[config.mk]
export PLATFORM = sky130hd
export DESIGN_NAME = dsga_ctrl
export DESIGN_NICKNAME = d
export VERILOG_FILES = /design/src/sv/dsga_pkg.sv /design/src/sv/dsga_ctrl.sv
export SDC_FILE = /design/constraint.sdc
export NUM_CORES = 1
export LEC_CHECK = 0
export BUFFER_PORTS_ARGS = -buffer_cell sky130_fd_sc_hd__buf_2
export CAP_MARGIN = 0
export CORE_ASPECT_RATIO = 0.9
export CORE_MARGIN = 10
export CORE_UTILIZATION = 48
export DETAILED_ROUTE_END_ITERATION = 10
export PLACE_DENSITY_LB_ADDON = 0.3
export SYNTH_ARGS = -nofsm -noshare
export SYNTH_HDL_FRONTEND = slang
export SYNTH_SLANG_ARGS = --single-unit
[constraint.sdc]
create_clock -name i_clk -period 2.15 [get_ports i_clk]
set_input_delay 0.215 -clock i_clk [delete_from_list [all_inputs] [get_ports i_clk]]
set_output_delay 0.215 -clock i_clk [all_outputs]
set_load 0.02 [all_outputs]
[src/sv/dsga_pkg.sv]
// Shared types and constants for the direct-sum gravity accumulator.
// No dependencies; every other file imports this package.
package dsga_pkg;

    localparam int FRAC_BITS  = 16;
    localparam int POS_W      = 32;
    localparam int IDX_W      = 12;
    localparam int MAG_W      = 32;
    localparam int SQ_W       = 2 * MAG_W;
    localparam int R_W        = 50;
    localparam int ROOT_W     = 34;
    localparam int SQX_W      = 2 * ROOT_W;
    localparam int REM_W      = ROOT_W + 3;
    localparam int CHUNK_W    = ROOT_W / 2;
    localparam int DEN_W      = 84;
    localparam int NUM_W      = 96;
    localparam int Q_W        = 32;
    localparam int SUM_W      = 48;
    localparam int CFG_W      = 32;
    localparam int CFG_IDX_W  = 2;
    localparam int SQRT_STEPS = ROOT_W;
    localparam int DIV_STEPS  = Q_W;
    localparam int CNT_W      = $clog2(SQRT_STEPS);

    localparam logic [CFG_IDX_W-1:0] CFG_GRAV = 2'd0;
    localparam logic [CFG_IDX_W-1:0] CFG_MASS = 2'd1;
    localparam logic [CFG_IDX_W-1:0] CFG_SOFT = 2'd2;
    localparam logic [CFG_IDX_W-1:0] CFG_LAW  = 2'd3;

    localparam logic [CFG_W-1:0] GRAV_RESET = 32'd1310720;
    localparam logic [CFG_W-1:0] MASS_RESET = 32'd65536;

    typedef struct packed {
        logic signed [POS_W-1:0] target_x;
        logic signed [POS_W-1:0] target_y;
        logic [IDX_W-1:0]        target_index;
        logic signed [POS_W-1:0] source_x;
        logic signed [POS_W-1:0] source_y;
        logic [IDX_W-1:0]        source_index;
        logic                    first_source;
        logic                    last_source;
    } t_in_item;

    typedef struct packed {
        logic signed [POS_W-1:0] accel_x;
        logic signed [POS_W-1:0] accel_y;
        logic                    saturated;
    } t_out_item;

    typedef enum logic [1:0] {
        MUL_DEN,
        MUL_NUMX,
        MUL_NUMY
    } t_mul_sel;

    typedef struct packed {
        logic     accept;
        logic     diff_en;
        logic     sq_en;
        logic     rsum_en;
        logic     sqrt_load;
        logic     sqrt_step;
        logic     den_2d_load;
        logic     mul_en;
        logic     mul_hi;
        t_mul_sel mul_sel;
        logic     div_load;
        logic     div_step;
        logic     acc_en;
        logic     zero_sat;
        logic     out_load;
    } t_cmd;

    typedef struct packed {
        logic self_pair;
        logic r_zero;
        logic law_2d;
        logic last;
    } t_sts;

endpackage

[src/sv/dsga_ctrl.sv]
// Sequencer for one pair: distance, square root, multiplies, division,
// accumulate, emit. Holds the output valid flag. Depends on dsga_pkg.
module dsga_ctrl (
    input  logic           i_clk,
    input  logic           i_rst_n,
    input  logic           i_in_valid,
    output logic           o_in_ready,
    output logic           o_out_valid,
    input  logic           i_out_ready,
    input  dsga_pkg::t_sts i_sts,
    output dsga_pkg::t_cmd o_cmd
);
    import dsga_pkg::*;

    typedef enum logic [3:0] {
        S_IDLE, S_DIFF, S_SQ, S_RSUM, S_CHECK, S_SQRT, S_DEN0, S_DEN1,
        S_NUMX0, S_NUMX1, S_NUMY0, S_NUMY1, S_DIVLD, S_DIV, S_ACC, S_FIN
    } t_state;

    t_state           r_state, n_state;
    logic [CNT_W-1:0] r_cnt, n_cnt;
    logic             r_out_valid;

    assign o_in_ready  = r_state == S_IDLE;
    assign o_out_valid = r_out_valid;

    always_comb begin
        n_state = r_state;
        n_cnt   = r_cnt;
        o_cmd   = '0;
        case (r_state)
            S_IDLE: begin
                o_cmd.accept = i_in_valid;
                if (i_in_valid) begin
                    n_state = S_DIFF;
                end
            end
            S_DIFF: begin
                o_cmd.diff_en = 1'b1;
                n_state       = S_SQ;
            end
            S_SQ: begin
                o_cmd.sq_en = 1'b1;
                n_state     = S_RSUM;
            end
            S_RSUM: begin
                o_cmd.rsum_en = 1'b1;
                n_state       = S_CHECK;
            end
            S_CHECK: begin
                if (i_sts.self_pair) begin
                    n_state = S_FIN;
                end else if (i_sts.r_zero) begin
                    // coincident pair: drop it, flag saturation
                    o_cmd.zero_sat = 1'b1;
                    n_state        = S_FIN;
                end else if (i_sts.law_2d) begin
                    o_cmd.den_2d_load = 1'b1;
                    n_state           = S_NUMX0;
                end else begin
                    o_cmd.sqrt_load = 1'b1;
                    n_cnt           = CNT_W'(SQRT_STEPS - 1);
                    n_state         = S_SQRT;
                end
            end
            S_SQRT: begin
                o_cmd.sqrt_step = 1'b1;
                n_cnt           = r_cnt - 1'b1;
                if (r_cnt == '0) begin
                    n_state = S_DEN0;
                end
            end
            S_DEN0: begin
                o_cmd.mul_en  = 1'b1;
                o_cmd.mul_sel = MUL_DEN;
                n_state       = S_DEN1;
            end
            S_DEN1: begin
                o_cmd.mul_en  = 1'b1;
                o_cmd.mul_hi  = 1'b1;
                o_cmd.mul_sel = MUL_DEN;
                n_state       = S_NUMX0;
            end
            S_NUMX0: begin
                o_cmd.mul_en  = 1'b1;
                o_cmd.mul_sel = MUL_NUMX;
                n_state       = S_NUMX1;
            end
            S_NUMX1: begin
                o_cmd.mul_en  = 1'b1;
                o_cmd.mul_hi  = 1'b1;
                o_cmd.mul_sel = MUL_NUMX;
                n_state       = S_NUMY0;
            end
            S_NUMY0: begin
                o_cmd.mul_en  = 1'b1;
                o_cmd.mul_sel = MUL_NUMY;
                n_state       = S_NUMY1;
            end
            S_NUMY1: begin
                o_cmd.mul_en  = 1'b1;
                o_cmd.mul_hi  = 1'b1;
                o_cmd.mul_sel = MUL_NUMY;
                n_state       = S_DIVLD;
            end
            S_DIVLD: begin
                o_cmd.div_load = 1'b1;
                n_cnt          = CNT_W'(DIV_STEPS - 1);
                n_state        = S_DIV;
            end
            S_DIV: begin
                o_cmd.div_step = 1'b1;
                n_cnt          = r_cnt - 1'b1;
                if (r_cnt == '0) begin
                    n_state = S_ACC;
                end
            end
            S_ACC: begin
                o_cmd.acc_en = 1'b1;
                n_state      = S_FIN;
            end
            S_FIN: begin
                // a last-source pair holds until the output register is free
                if (!i_sts.last) begin
                    n_state = S_IDLE;
                end else if (!r_out_valid || i_out_ready) begin
                    o_cmd.out_load = 1'b1;
                    n_state        = S_IDLE;
                end
            end
            default: begin
                n_state = S_IDLE;
            end
        endcase
    end

    always_ff @(posedge i_clk) begin
        if (!i_rst_n) begin
            r_state     <= S_IDLE;
            r_cnt       <= '0;
            r_out_valid <= 1'b0;
        end else begin
            r_state <= n_state;
            r_cnt   <= n_cnt;
            if (o_cmd.out_load) begin
                r_out_valid <= 1'b1;
            end else if (i_out_ready) begin
                r_out_valid <= 1'b0;
            end
        end
    end

endmodule

==> metrics <==
worst vdd ir=339 uV; Syn Area/Cell=7.68 sq um; crit end category=output port; Bufs on Longest Clock Path=2; final hold vios=0; Initial Util=0.524; Die X=62.4 um; Final Max Slew Viols=0; initial antenna violation count=0; Synth top cells by count=nor2_1, dfxtp_1, nand2_1; Cell Pwr Density=596 nW/um^2; # hold bufs at CTS=0; DP Cell Count=144; fraction of layout cells with a size suffix above 1=0.278; top-count cell post-synth=nor2_1; clk slew on worst S/H paths=70 ps; largest net degree at the start of global routing=18; status=complete, no violations; Yosys reg bits=11; clock latency on the worst-skew pair=270 ps; drt first pass iters=4; mapped cell area=776 sq um; Crit Path Class=reg2out; TritonCTS Buffers=3; Synthesis Warnings=0; Critical Path Source Type=flop; share of the synthesized area in the top cell type=0.284; HPWL Detailed=1550 um; GPL Wtd Cong=0.748; H-tree Lvls=1; EDFF count, synth=0; hold crit path type=in2reg; # DRC=0; Antenna Violating Nets Remaining=0; Post-CTS Resized=0; Final min period=1870 ps; cells after synthesis=101; total die area=3630 sq um; Nets=136; core area=1480 sq um; Post-synth ARST share=0; Slew @ Worst Pin=563 ps; clk sink count=11; Layout fillers=141; max-cap viol count=0; ANT cells=0; Die Ht=58.1 um; Pwr Total=0.555 mW; Area growth, synth to finish=20.0%; clk_skew=2.84 ps; largest fanout on the critical path=17; post-CTS setup buffer count=0; Unique masters post-synth=36; sequential fraction of the synthesis area=0.284; Net Count, Synth=110; CTS tree=yes; Placement Setup Slack=505 ps; P_leak=0.419 nW; placed cell areas=905 sq um; Relative slew margins=0.624; first-pass GRT wire length=3260 um; ys flop type=dfxtp_1; CTS Root Cell=clkbuf_4; Setup Total Neg Slack=0 ps; Final Util=0.629; drt wl/cell=13.1 um; fin crit share=0.868; RSZ-0062 raised after global routing=false; Max Freq=536 MHz; vias post-DR=795; most area-consuming cells after synthesis=dfxtp_1, nor2_1, a21oi_1; Routed WL=1940 um; vias in the first global route=741; endpoints failing setup=0; worst hold slack=211 ps; Setup WS post-layout=283 ps; cell area after layout=931 sq um; row count=13; DRT iter0 DRCs=15; fin cells=148; worst path arrival time=1650 ps; num ports=26; Tot GR Track Use=0.106; worst endpoint required time=1930 ps; port bufs=25; Vias/cell=5.37; total gr overflow=0; Yosys top cell by area=dfxtp_1
==> final cells by class <==
class                      instances  area (sq um)  share of cell area
multi-input combinational         80           509               0.547
tap                               22          27.5              0.0296
timing repair buffer              25           125               0.134
sequential                        11           220               0.237
clock buffer                       4          26.3              0.0282
inverter                           6          22.5              0.0242
==> worst max-delay path: stages (launching register included) <==
cell and delay (ps):
dfxtp_1 680, and3b_1 390, and2_1 160, buf_2 160
==> cell families after synthesis <==
| logic type | after synthesis | synth area share |
|---|---|---|
| buffers and inverters | 10 | 0.0597 |
| XOR/XNOR | 1 | 0.0113 |
| AND/OR/NAND/NOR | 53 | 0.387 |
| adder cells (fa/ha/maj) | 1 | 0.0161 |
| AO/OA/AOI/OAI | 25 | 0.242 |
| flip-flops | 11 | 0.284 |
==> placed cells by master (no fill, tap or decap) <==
cell,instances
o221a_1,2
clkbuf_1,1
nand2b_1,4
or2_2,1
o21ai_0,6
a311oi_1,2
nand4_1,1
nor2_1,12
o21ai_2,1
a21oi_1,7
and2_2,1
and3b_1,1
or3_4,1
o311ai_2,1
nand3b_1,2
nand4bb_1,1
nand2_1,8
and4b_1,1
ha_1,1
and4_1,1
a31oi_1,2
o31ai_4,1
o221ai_1,1
nand3_1,2
inv_1,6
nor3_1,5
clkbuf_4,3
or3b_4,1
o21a_1,2
or3_1,2
and2_1,5
and3_1,2
xnor2_1,1
buf_2,25
nor2b_1,2
dfxtp_1,11
==> registers in the layout, summed over array words and instances, names as in the netlist <==
signal	cells
r_state	4
r_cnt	6
o_out_valid	1
==> final timing paths <==
kind | from | slack [ps] | cells past startpoint | to
worst max-delay path | r_state[2]$_SDFFE_PN0P_ | 280 | 3 | o_cmd[3]
worst min-delay path | i_rst_n | 210 | 2 | r_state[2]$_SDFFE_PN0P_
worst min register to register | r_cnt[1]$_SDFFE_PN0P_ | 530 | 2 | r_cnt[1]$_SDFFE_PN0P_
worst max register to register | r_cnt[0]$_SDFFE_PN0P_ | 470 | 6 | r_state[3]$_SDFFE_PN0P_
==> routing by layer <==
metal / GRT usage / part of all wire
met5: 0 / 0
met1: 0.121 / 0.48
met2: 0.183 / 0.47
met3: 0.0422 / 0.045
met4: 0.0287 / 0
==> power breakdown <==
group          switching (mW)  total, mW  internal (mW)  leakage, nW
clock network          0.0696      0.141         0.0718       0.0150
registers              0.0353      0.252          0.217       0.0893
logic                  0.0952      0.161         0.0661        0.315
No activity file was read; power rests on OpenSTA's default activity.
